<file path="src/design/btl_pkg.sv">
// Shared types and constants for the band threshold lookup.
// Used by the controller, the datapath and the top level; no dependencies.
`default_nettype none

package btl_pkg;

  localparam int unsigned THR_W = 16;
  localparam int unsigned VAL_W = 16;
  localparam int unsigned CFG_W = 5;

  localparam logic [THR_W-1:0] FIRST_THRESHOLD = THR_W'(1);

  localparam logic MODE_LOAD  = 1'b0;
  localparam logic MODE_QUERY = 1'b1;

  typedef enum logic [1:0] {
    ST_IDLE,
    ST_SEARCH,
    ST_RESULT
  } state_e;

  typedef struct packed {
    logic load;
    logic init;
    logic step;
  } cmd_t;

  typedef struct packed {
    logic more;
    logic below;
  } status_t;

endpackage

`default_nettype wire

</file>
<file path="src/design/btl_ctrl.sv">
// Controller for the band threshold lookup: sequences load, search and result.
// Depends on btl_pkg for the state, command and status types.
`default_nettype none

module btl_ctrl (
  input  wire logic             clk_i,
  input  wire logic             rst_ni,
  input  wire logic             start_i,
  input  wire logic             mode_i,
  input  btl_pkg::status_t      status_i,
  output btl_pkg::cmd_t         cmd_o,
  output logic                  busy_o,
  output logic                  done_o
);
  import btl_pkg::*;

  state_e state_q, state_d;

  always_ff @(posedge clk_i or negedge rst_ni) begin
    if (!rst_ni) begin
      state_q <= ST_IDLE;
    end else begin
      state_q <= state_d;
    end
  end

  always_comb begin
    state_d = state_q;
    cmd_o   = '0;
    busy_o  = 1'b1;
    done_o  = 1'b0;
    unique case (state_q)
      ST_IDLE: begin
        busy_o = 1'b0;
        if (start_i) begin
          if (mode_i == MODE_LOAD) begin
            cmd_o.load = 1'b1;
          end else begin
            cmd_o.init = 1'b1;
            state_d    = (status_i.more && !status_i.below) ? ST_SEARCH : ST_RESULT;
          end
        end
      end
      ST_SEARCH: begin
        cmd_o.step = 1'b1;
        if (!status_i.more) begin
          state_d = ST_RESULT;
        end
      end
      ST_RESULT: begin
        done_o  = 1'b1;
        state_d = ST_IDLE;
      end
      default: begin
        state_d = ST_IDLE;
      end
    endcase
  end

endmodule

`default_nettype wire

</file>
<file path="src/design/btl_datapath.sv">
// Datapath for the band threshold lookup: band tables, count register, search bounds.
// Depends on btl_pkg; driven by btl_ctrl commands.
`default_nettype none

module btl_datapath #(
  parameter int unsigned MAX_BANDS  = 16,
  parameter int unsigned SCORE_BITS = 16,
  localparam int unsigned IDX_W     = $clog2(MAX_BANDS)
) (
  input  wire logic                         clk_i,
  input  wire logic                         rst_ni,
  input  btl_pkg::cmd_t                     cmd_i,
  output btl_pkg::status_t                  status_o,
  input  wire logic                         cfg_we_i,
  input  wire logic [btl_pkg::CFG_W-1:0]    cfg_wdata_i,
  input  wire logic [IDX_W-1:0]             entry_index_i,
  input  wire logic [btl_pkg::THR_W-1:0]    entry_threshold_i,
  input  wire logic [btl_pkg::VAL_W-1:0]    entry_value_i,
  input  wire logic [SCORE_BITS-1:0]        score_i,
  output logic      [btl_pkg::VAL_W-1:0]    band_value_o,
  output logic                              below_first_o
);
  import btl_pkg::*;

  localparam int unsigned CNT_W = $clog2(MAX_BANDS + 1);
  localparam int unsigned SUM_W = CNT_W + 1;
  localparam int unsigned CMP_W = (SCORE_BITS > THR_W) ? SCORE_BITS : THR_W;

  logic [THR_W-1:0]      thr_mem [MAX_BANDS];
  logic [VAL_W-1:0]      val_mem [MAX_BANDS];
  logic [THR_W-1:0]      thr_rdata_q;
  logic [VAL_W-1:0]      val_rdata_q;

  logic [CFG_W-1:0]      band_count_q;
  logic [CNT_W-1:0]      used;
  logic [CNT_W-1:0]      lo_q, lo_d, hi_q, hi_d;
  logic [IDX_W-1:0]      mid_q, mid_d, val_raddr;
  logic [SUM_W-1:0]      sum;
  logic [SCORE_BITS-1:0] score_q;
  logic                  below_q, below_d;
  logic                  idx_ok;

  always_ff @(posedge clk_i or negedge rst_ni) begin
    if (!rst_ni) begin
      band_count_q <= CFG_W'(1);
    end else if (cfg_we_i) begin
      band_count_q <= cfg_wdata_i;
    end
  end

  always_comb begin
    if (band_count_q == '0) begin
      used = CNT_W'(1);
    end else if (int'(band_count_q) > MAX_BANDS) begin
      used = CNT_W'(MAX_BANDS);
    end else begin
      used = CNT_W'(band_count_q);
    end
  end

  always_comb begin
    lo_d    = lo_q;
    hi_d    = hi_q;
    below_d = below_q;
    if (cmd_i.init) begin
      lo_d    = CNT_W'(1);
      hi_d    = used;
      below_d = CMP_W'(score_i) < CMP_W'(FIRST_THRESHOLD);
    end else if (cmd_i.step) begin
      if (CMP_W'(thr_rdata_q) <= CMP_W'(score_q)) begin
        lo_d = CNT_W'(mid_q) + CNT_W'(1);
      end else begin
        hi_d = CNT_W'(mid_q);
      end
    end
    sum       = SUM_W'(lo_d) + SUM_W'(hi_d);
    mid_d     = IDX_W'(sum >> 1);
    val_raddr = below_d ? '0 : IDX_W'(lo_d - CNT_W'(1));
  end

  assign status_o.more  = lo_d < hi_d;
  assign status_o.below = below_d;
  assign idx_ok         = int'(entry_index_i) < MAX_BANDS;

  always_ff @(posedge clk_i) begin
    lo_q    <= lo_d;
    hi_q    <= hi_d;
    below_q <= below_d;
    mid_q   <= mid_d;
    if (cmd_i.init) begin
      score_q <= score_i;
    end
  end

  always_ff @(posedge clk_i) begin
    if (cmd_i.load && idx_ok) begin
      if (entry_index_i != '0) begin
        thr_mem[entry_index_i] <= entry_threshold_i;
      end
      val_mem[entry_index_i] <= entry_value_i;
    end
    thr_rdata_q <= thr_mem[mid_d];
    val_rdata_q <= val_mem[val_raddr];
  end

  assign band_value_o  = val_rdata_q;
  assign below_first_o = below_q;

endmodule

`default_nettype wire

</file>
<file path="src/design/band_threshold_lookup.sv">
// Top level of the band threshold lookup: binary search of a band table.
// Instantiates btl_ctrl and btl_datapath; depends on btl_pkg.
//
//   port group        dir  signals
//   request           in   start_i, mode_i, entry_index_i, entry_threshold_i,
//                          entry_value_i, score_i (busy_o is out)
//   result            out  done_o, band_value_o, below_first_o
//   band count write  in   cfg_we_i, cfg_wdata_i
//
// A load request writes the table at the accept edge; busy_o stays low.
// A query then runs search steps, at most ceil(log2(n)) with n the band count clamped
// to 1..MAX_BANDS, one threshold memory read per step, then a result state; a score
// below the first threshold goes straight to the result. The next request is taken
// once the controller is back in idle. done_o marks the result for exactly one cycle
// and cannot stall.
// Reset clears the controller and sets the band count to one; table entries are
// undefined until loaded.
`default_nettype none

module band_threshold_lookup #(
  parameter int unsigned MAX_BANDS  = 16,
  parameter int unsigned SCORE_BITS = 16,
  localparam int unsigned IDX_W     = $clog2(MAX_BANDS)
) (
  input  wire logic                       clk_i,
  input  wire logic                       rst_ni,
  input  wire logic                       start_i,
  output logic                            busy_o,
  input  wire logic                       mode_i,
  input  wire logic [IDX_W-1:0]           entry_index_i,
  input  wire logic [btl_pkg::THR_W-1:0]  entry_threshold_i,
  input  wire logic [btl_pkg::VAL_W-1:0]  entry_value_i,
  input  wire logic [SCORE_BITS-1:0]      score_i,
  input  wire logic                       cfg_we_i,
  input  wire logic [btl_pkg::CFG_W-1:0]  cfg_wdata_i,
  output logic                            done_o,
  output logic      [btl_pkg::VAL_W-1:0]  band_value_o,
  output logic                            below_first_o
);
  import btl_pkg::*;

  cmd_t    cmd;
  status_t status;

  btl_ctrl u_ctrl (
    .clk_i    (clk_i),
    .rst_ni   (rst_ni),
    .start_i  (start_i),
    .mode_i   (mode_i),
    .status_i (status),
    .cmd_o    (cmd),
    .busy_o   (busy_o),
    .done_o   (done_o)
  );

  btl_datapath #(
    .MAX_BANDS  (MAX_BANDS),
    .SCORE_BITS (SCORE_BITS)
  ) u_datapath (
    .clk_i             (clk_i),
    .rst_ni            (rst_ni),
    .cmd_i             (cmd),
    .status_o          (status),
    .cfg_we_i          (cfg_we_i),
    .cfg_wdata_i       (cfg_wdata_i),
    .entry_index_i     (entry_index_i),
    .entry_threshold_i (entry_threshold_i),
    .entry_value_i     (entry_value_i),
    .score_i           (score_i),
    .band_value_o      (band_value_o),
    .below_first_o     (below_first_o)
  );

  a_done_while_busy : assert property (@(posedge clk_i) disable iff (!rst_ni)
    done_o |-> busy_o)
    else $error("result strobe outside a query");

  a_query_goes_busy : assert property (@(posedge clk_i) disable iff (!rst_ni)
    (start_i && !busy_o && mode_i == MODE_QUERY) |=> busy_o)
    else $error("query request did not start a search");

  a_load_stays_idle : assert property (@(posedge clk_i) disable iff (!rst_ni)
    (start_i && !busy_o && mode_i == MODE_LOAD) |=> (!busy_o && !done_o))
    else $error("load request started a search");

  a_idle_after_done : assert property (@(posedge clk_i) disable iff (!rst_ni)
    done_o |=> (!busy_o && !done_o))
    else $error("controller did not return to idle after a result");

endmodule

`default_nettype wire

</file>
<file path="config.mk">
export PLATFORM = sky130hd
export DESIGN_NAME = band_threshold_lookup
export DESIGN_NICKNAME = d
export VERILOG_FILES = /design/src/design/btl_pkg.sv /design/src/design/btl_ctrl.sv /design/src/design/btl_datapath.sv /design/src/design/band_threshold_lookup.sv
export SDC_FILE = /design/constraint.sdc
export NUM_CORES = 1
export LEC_CHECK = 0
export BUFFER_PORTS_ARGS = -buffer_cell sky130_fd_sc_hd__buf_2
export CAP_MARGIN = 30
export CORE_UTILIZATION = 45
export CTS_CLUSTER_DIAMETER = 30
export CTS_CLUSTER_SIZE = 28
export DETAILED_ROUTE_END_ITERATION = 10
export HOLD_SLACK_MARGIN = 0.05
export PLACE_DENSITY = 0.74
export SLEW_MARGIN = 15
export SYNTH_ARGS = -nofsm -noshare
export SYNTH_HDL_FRONTEND = slang
export SYNTH_HIERARCHICAL = 1
export SYNTH_SLANG_ARGS = --single-unit
export TNS_END_PERCENT = 100
</file>
<file path="constraint.sdc">
create_clock -name clk_i -period 4.1 [get_ports clk_i]
set_input_delay 1.025 -clock clk_i [delete_from_list [all_inputs] [get_ports clk_i]]
set_output_delay 1.025 -clock clk_i [all_outputs]
set_load 0.1 [all_outputs]
</file>
=== After elaboration in Yosys (flattened, before gate mapping) ===
Memories as Yosys holds them, arrays and structs flattened. A register that Yosys moved wholly into a read port is not among the register bits.
Index checks and enable logic that the tools add are counted.

* Add/sub/neg operators: 3
* Multipliers: 0
* Divide/modulo/power cells: 0
* Order comparisons: 4
* Equal/unequal tests: 5
* Shifts and indexed selects: 0
* Mux-type cells: 27
* Bitwise gates (word level): 0
* Reduce and logical (&&, ||, !) cells: 6

{| class="wikitable"
|+ Operator list
! kind !! count
|-
| 5-bit two-way mux || 8
|-
| 16-bit <= comparator || 1
|-
| 16-bit by 1-bit < comparator with 1-bit output (second input constant) || 1
|-
| 2-bit two-way mux || 6
|-
| 1-bit two-way mux || 11
|-
| 2-bit != test (second input constant) || 3
|-
| 4-bit by 1-bit adder with 5-bit output (second input constant) || 1
|-
| 5-bit adder || 1
|-
| 5-bit greater-than comparator (second input constant) || 1
|-
| 5-bit zero test || 1
|-
| 5-bit < comparator || 1
|-
| 4-bit two-way mux || 1
|-
| 2-bit one-hot mux with 2 select lines || 1
|-
| 4-bit nonzero test || 1
|-
| 4-bit by 1-bit subtractor with 4-bit output (second input constant) || 1
|-
| 3-bit AND reduction || 1
|-
| 2-bit by 1-bit equality test with 1-bit output (second input constant) || 1
|-
| 2-bit equality test (second input constant) || 1
|-
| 2-bit zero test || 1
|-
| 1-bit logical AND || 1
|-
| 1-bit zero test || 1
|}

* Flip-flop bits (word level): 38
* Bits in latches: 0
* Bits in writable memories: 512
* ROM bits: 0
* Bits of input ports: 62
* Output and inout port bits: 19
* Logic and storage cells: 54
* Memories kept: 2

{| class="wikitable"
|+ Memory list
! name !! words !! width !! read ports !! clocked after Yosys merged registers in !! write ports !! RTL line !! RTL
|-
| u_datapath.thr_mem || 16 || 16 || 1 || 1 || 1 || btl_datapath.sv:29 || <nowiki>logic [THR_W-1:0] thr_mem [MAX_BANDS];</nowiki>
|-
| u_datapath.val_mem || 16 || 16 || 1 || 1 || 1 || btl_datapath.sv:30 || <nowiki>logic [VAL_W-1:0] val_mem [MAX_BANDS];</nowiki>
|}

=== Longest topological paths before layout ===
* Word-level depth: 10
* Gate-level depth with buffers: 19
* Mapped depth without buffers: 17

=== Hierarchy ===
The synthesis kept the hierarchy.

{| class="wikitable"
|+ By module, submodules not included
! module !! times used !! cells an instance !! area each (um^2) !! seq. area each (um^2)
|-
| btl_datapath || 1 || 1232 || 22121.2 || 16922.5
|-
| btl_ctrl || 1 || 14 || 132.6 || 50.0
|}

=== Least setup slack after synthesis ===
No wires, ideal clock.

* Kind: input port to flip-flop
* From: in mode_i
* To: reg u_datapath.thr_rdata_q[3], read port of u_datapath.thr_mem
* Setup time: 0.151 ns
* Arrival time: 4.669 ns
* Required time: 3.949 ns
* Setup slack: -0.720 ns
* Cell stages on the path: 13
* Path buffers: 3
* Cell sequence: nand2_1 nor2_1 clkbuf_1 nor2b_1 nand2_1 o21ai_2 xor2_2 ha_1 clkbuf_1 clkbuf_1 mux4_2 mux2i_1 mux2i_1

{| class="wikitable"
|+ RTL lines
! element !! RTL line !! RTL
|-
| start: declaration || band_threshold_lookup.sv:29 || <nowiki>input wire logic mode_i,</nowiki>
|-
| end: declaration || btl_datapath.sv:31 || <nowiki>logic [THR_W-1:0] thr_rdata_q;</nowiki>
|}

=== Worst setup path in the final report ===
* From: reg u_datapath.score_q[15]
* To: reg u_datapath.thr_rdata_q[12], read port of u_datapath.thr_mem

* Cells in the longest elaborated chain, start to end: 5
* Elaborated cells between the ends (all ways): 8
* Those cells by class: add/sub (1); order compare (1); mux (6)

{| class="wikitable"
|+ RTL lines
! element !! RTL line !! RTL
|-
| start: declaration || btl_datapath.sv:39 || <nowiki>logic [SCORE_BITS-1:0] score_q;</nowiki>
|-
| start signal: assignment || btl_datapath.sv:91 || <nowiki>score_q <= score_i;</nowiki>
|-
| 16-bit <= comparator * || btl_datapath.sv:70 || <nowiki>if (CMP_W'(thr_rdata_q) <= CMP_W'(score_q)) begin</nowiki>
|-
| 5-bit two-way mux || btl_datapath.sv:70 ||
|-
| 5-bit two-way mux || btl_datapath.sv:69 || <nowiki>end else if (cmd_i.step) begin</nowiki>
|-
| 5-bit two-way mux || btl_datapath.sv:65 || <nowiki>if (cmd_i.init) begin</nowiki>
|-
| 5-bit adder * || btl_datapath.sv:76 || <nowiki>sum = SUM_W'(lo_d) + SUM_W'(hi_d);</nowiki>
|}

Mark *: on every way between the ends. The rest lies on a longest branch, timed or not.
A chain may end at the register's enable or synchronous reset.

==> flow_summary_export.csv <==
group,metric,value,unit
detailed_routing,drc,0,
die,ioPinCount,81,
detailed_routing,wl_met2,28000,um
detailed_routing,top_layer,"met5",
synth,synth-adder-area-share,1.41,%
detailed_routing,drtAntennaViolNets,0,
global_route,grt_pass1_vias,12830,
critical_path,r2r_setup_slack,-4,ps
placed_design,numPortBuffers,80,
cells_and_area,final_cell_mix,"528 x edfxtp_1, 108 x nand2_1, 105 x clkbuf_16",
critical_path,crit_slowest_cell,"mux4_2",
sta,setup_ws,-4.30,ps
status,status,"finished, violations left",
critical_path,worstPathCellList,"inv_1 -> ha_1 -> nand4_1 -> buf_4 -> a2111o_1 -> a31oi_1 -> nor2b_1 -> buf_4 -> buf_6 -> mux2i_4 -> xor2_4 -> ha_4 -> o21a_4 -> nor2_4 -> buf_6 -> clkbuf_16 -> mux4_2 -> mux2i_2 -> mux2i_2",
detailed_routing,wl_met1,21000,um
synth,ys.flop_type,"edfxtp_1",
synth,synth.yosys.seq_area_share,76.3,%
critical_path,crit_type,"flip-flop to flip-flop",
pwr,ir_worst_vdd,0.681,mV
detailed_routing,drtIter0Drc,1340,
detailed_routing,wirelength,55300,um
cts,cts_root_buf,"clkbuf_16",
synth,yosys.cell_types.count,57,
placed_design,gp_congestion,0.805,
status,violations,"setup timing",
cts,cts_max_path_buffers,3,
cts,clkSlewWorstSetupHoldPaths,50,ps
synth,synthCells,1246,
placed_design,pre_cts_ws,-128,ps
die,rows,81,
detailed_routing,vias,12846,
critical_path,r2r_start,"u_datapath/score_q[15]",
global_route,grt_overflow,0,
cts,htreeDepth,3,
critical_path,required,4610,ps
detailed_routing,routed_via_density,5.75,
synth,syn-cell-area,22300,um2
global_route,track_usage,20.8,%
sta,clock_skew,48.5,ps
critical_path,worstPathArrival,4610,ps
synth,synth_compound_area_share,4.72,%
pwr,p_leak,9.90,nW
die,dieHeight,224,um
job,max-cap-violations,0,
cells_and_area,mostFrequentLayoutCell,"edfxtp_1",
critical_path,reg2reg_to,"u_datapath/thr_rdata_q[12]",
cts,numCtsBuffers,99,
synth,yosys_register_bits,582,
global_route,grt_pass1_wl,77100,um
cells_and_area,drive_gt1_share,32.5,%
cts,hold_buffers,0,
sta,final.min_clock_period,4100,ps
synth,avgSynthCellArea,17.9,um2
pwr,cellPowerDensity,1030,nW/um2
synth,synthMuxAreaShare,10.2,%
critical_path,worstPathMaxFanout,12,
placed_design,dpl.hpwl,27000,um
die,start_util,45.6,%
critical_path,crit_path_end_kind,"flip-flop",
sta,maxSlewHeadroom,58.4,%
critical_path,cp-start-kind,"flip-flop",
die,coreArea,48800,um2
synth,async_flop_share,1.20,%
cells_and_area,n_fill_cell,3409,
placed_design,place_inst,1996,
synth,synth_top_cell_by_area,"edfxtp_1",
cts,clkSinkCount,582,
critical_path,reg2reg_depth,19,
detailed_routing,wl_met3,4670,um
sta,slew_viol_final,0,
cells_and_area,fin_cells,2233,
synth,synth_top_family_by_area,"multiplexers",
synth,synth_xor_area_share,0.191,%
cells_and_area,nNetsFinal,1565,
synth,synth-edff-count,528,
sta,setup_violations,1,
sta,fmax,0.244,GHz
synth,synth_top_area_share,71.2,%
sta,finalHoldViolations,0,
hold_path,min_path_type,"input port to asynchronous set/reset pin",
synth,synth_warnings,6,
cts,clock_latency,660,ps
sta,post-route-period-util,100,%
detailed_routing,wl_per_cell,24.8,um
sta,tightest_slew,621,ps
synth,synthTopCellsByArea,"edfxtp_1 71%, mux4_2 6.5%, dfxtp_1 4.2%",
cts,cts_tree,"built",
synth,synthSimpleGateAreaFrac,5.38,%
cells_and_area,area_growth,28.2,%
global_route,grt_max_degree,66,
global_route,antenna_found_initial,11,
die,die_x,224,um
detailed_routing,drt-pass1-iter-count,5,
die,dieArea,50300,um2
sta,rsz0062_at_grt,"true",
critical_path,cpPeakStageDelay,340,ps
stage by stage:
stage | hold WS, ps | setup TNS (ps) | total power, mW | util, % | instance area (um2)
4_1_cts | 197 | -5.17 | 26.3 | 56.6 | 27700
3_5_place_dp | 469 | -177 | 16.7 | 48.9 | 23900
5_1_grt | 207 | -1400 | 30.3 | 58.4 | 28500
6_report | 217 | -4.30 | 29.4 | 58.4 | 28500
2_1_floorplan | 451 | 0 | 14.1 | - | 22300
3_3_place_gp | 474 | -144 | 16.5 | 48.9 | 23900
report_power, final:
| part | internal, mW | switching [mW] |
|---|---|---|
| sequential | 6.88 | 0.170 |
| combinational | 6.69 | 6.91 |
| clock | 5.71 | 2.99 |
| total | 19.3 | 10.1 |
worst max-delay path by stage:
| stage | to | cells after the start | from |
|---|---|---|---|
| floorplan | u_datapath/thr_rdata_q[10] | 13 | mode_i |
| global route | u_datapath/thr_rdata_q[15] | 19 | u_datapath/score_q[15] |
| global placement | u_datapath/thr_rdata_q[14] | 17 | u_datapath/score_q[7] |
| detailed placement | u_datapath/thr_rdata_q[14] | 19 | u_datapath/score_q[13] |
| CTS | u_datapath/thr_rdata_q[15] | 18 | u_datapath/score_q[1] |
| finish | u_datapath/thr_rdata_q[12] | 19 | u_datapath/score_q[15] |
registers in the layout, summed over array words and instances (netlist names):
name / flops
u_datapath/thr_mem: 256
u_datapath/val_mem: 256
u_datapath/band_value_o: 16
u_datapath/score_q: 16
u_datapath/thr_rdata_q: 16
u_datapath/band_count_q: 5
u_datapath/hi_q: 5
u_datapath/lo_q: 5
u_datapath/mid_q: 4
u_ctrl/state_q: 2
u_datapath/below_first_o: 1
routing by layer:
| layer | vias up | track usage (%) |
|---|---|---|
| li1 | 5476 | - |
| met1 | 6571 | 25.8 |
| met2 | 662 | 35.2 |
| met3 | 127 | 5.36 |
| met4 | 10 | 7.72 |
| met5 | - | 0 |
repair_timing:
item	in CTS	in global routing
setup endpoints to repair	7	32
hold endpoints to repair	0	0
pin swaps	4	16
gates cloned	2	8
gates resized for setup	15	80
buffers inserted	7	28
critical path, delay by kind of cell (launching register included):
kind | cells | cell delay (ps)
buffers and inverters | 6 | 870
AOI/OAI and AO/OA | 3 | 720
xor gates and xnor gates | 1 | 140
DFF | 1 | 320
and+or+nand+nor | 3 | 430
muxes | 4 | 950
adders and majority gates | 2 | 520
Yosys cell counts, drive strengths merged, types with 6 or more instances:
master,instances
dfxtp,47
mux4,64
a211oi,17
nor2,41
or3,17
mux2i,75
o21ai,10
buf,16
a21oi,11
nand2,108
nand4,6
nor4,6
inv,26
dfrtp,6
nand2b,10
ha,25
mux2,6
nor3,10
clkbuf,51
a311oi,16
o221ai,32
nor2b,6
edfxtp,528
nand3,35
o22ai,48
cell type report:
type	instances	area [um2]	area share (%)
Clock buffer	116	2590	9.08
Timing Repair Buffer	183	1560	5.46
Multi-Input combinational cell	586	5490	19.2
Antenna cell	4	10.0	0.0351
Inverter	26	97.6	0.342
Tap cell	664	831	2.91
Clock inverter	72	985	3.45
Sequential cell	582	17000	59.5
kinds of logic (layout without fill, tap and decap cells):
logic type / Yosys count / after routing
xor gates and xnor gates: 4 / 4
muxes: 145 / 145
other: 1 / 20
AOI/OAI and AO/OA: 143 / 143
and+or+nand+nor: 253 / 253
buffers and inverters: 93 / 397
DFF: 582 / 582
adders and majority gates: 25 / 25
Power figures use the tool's default switching activity.
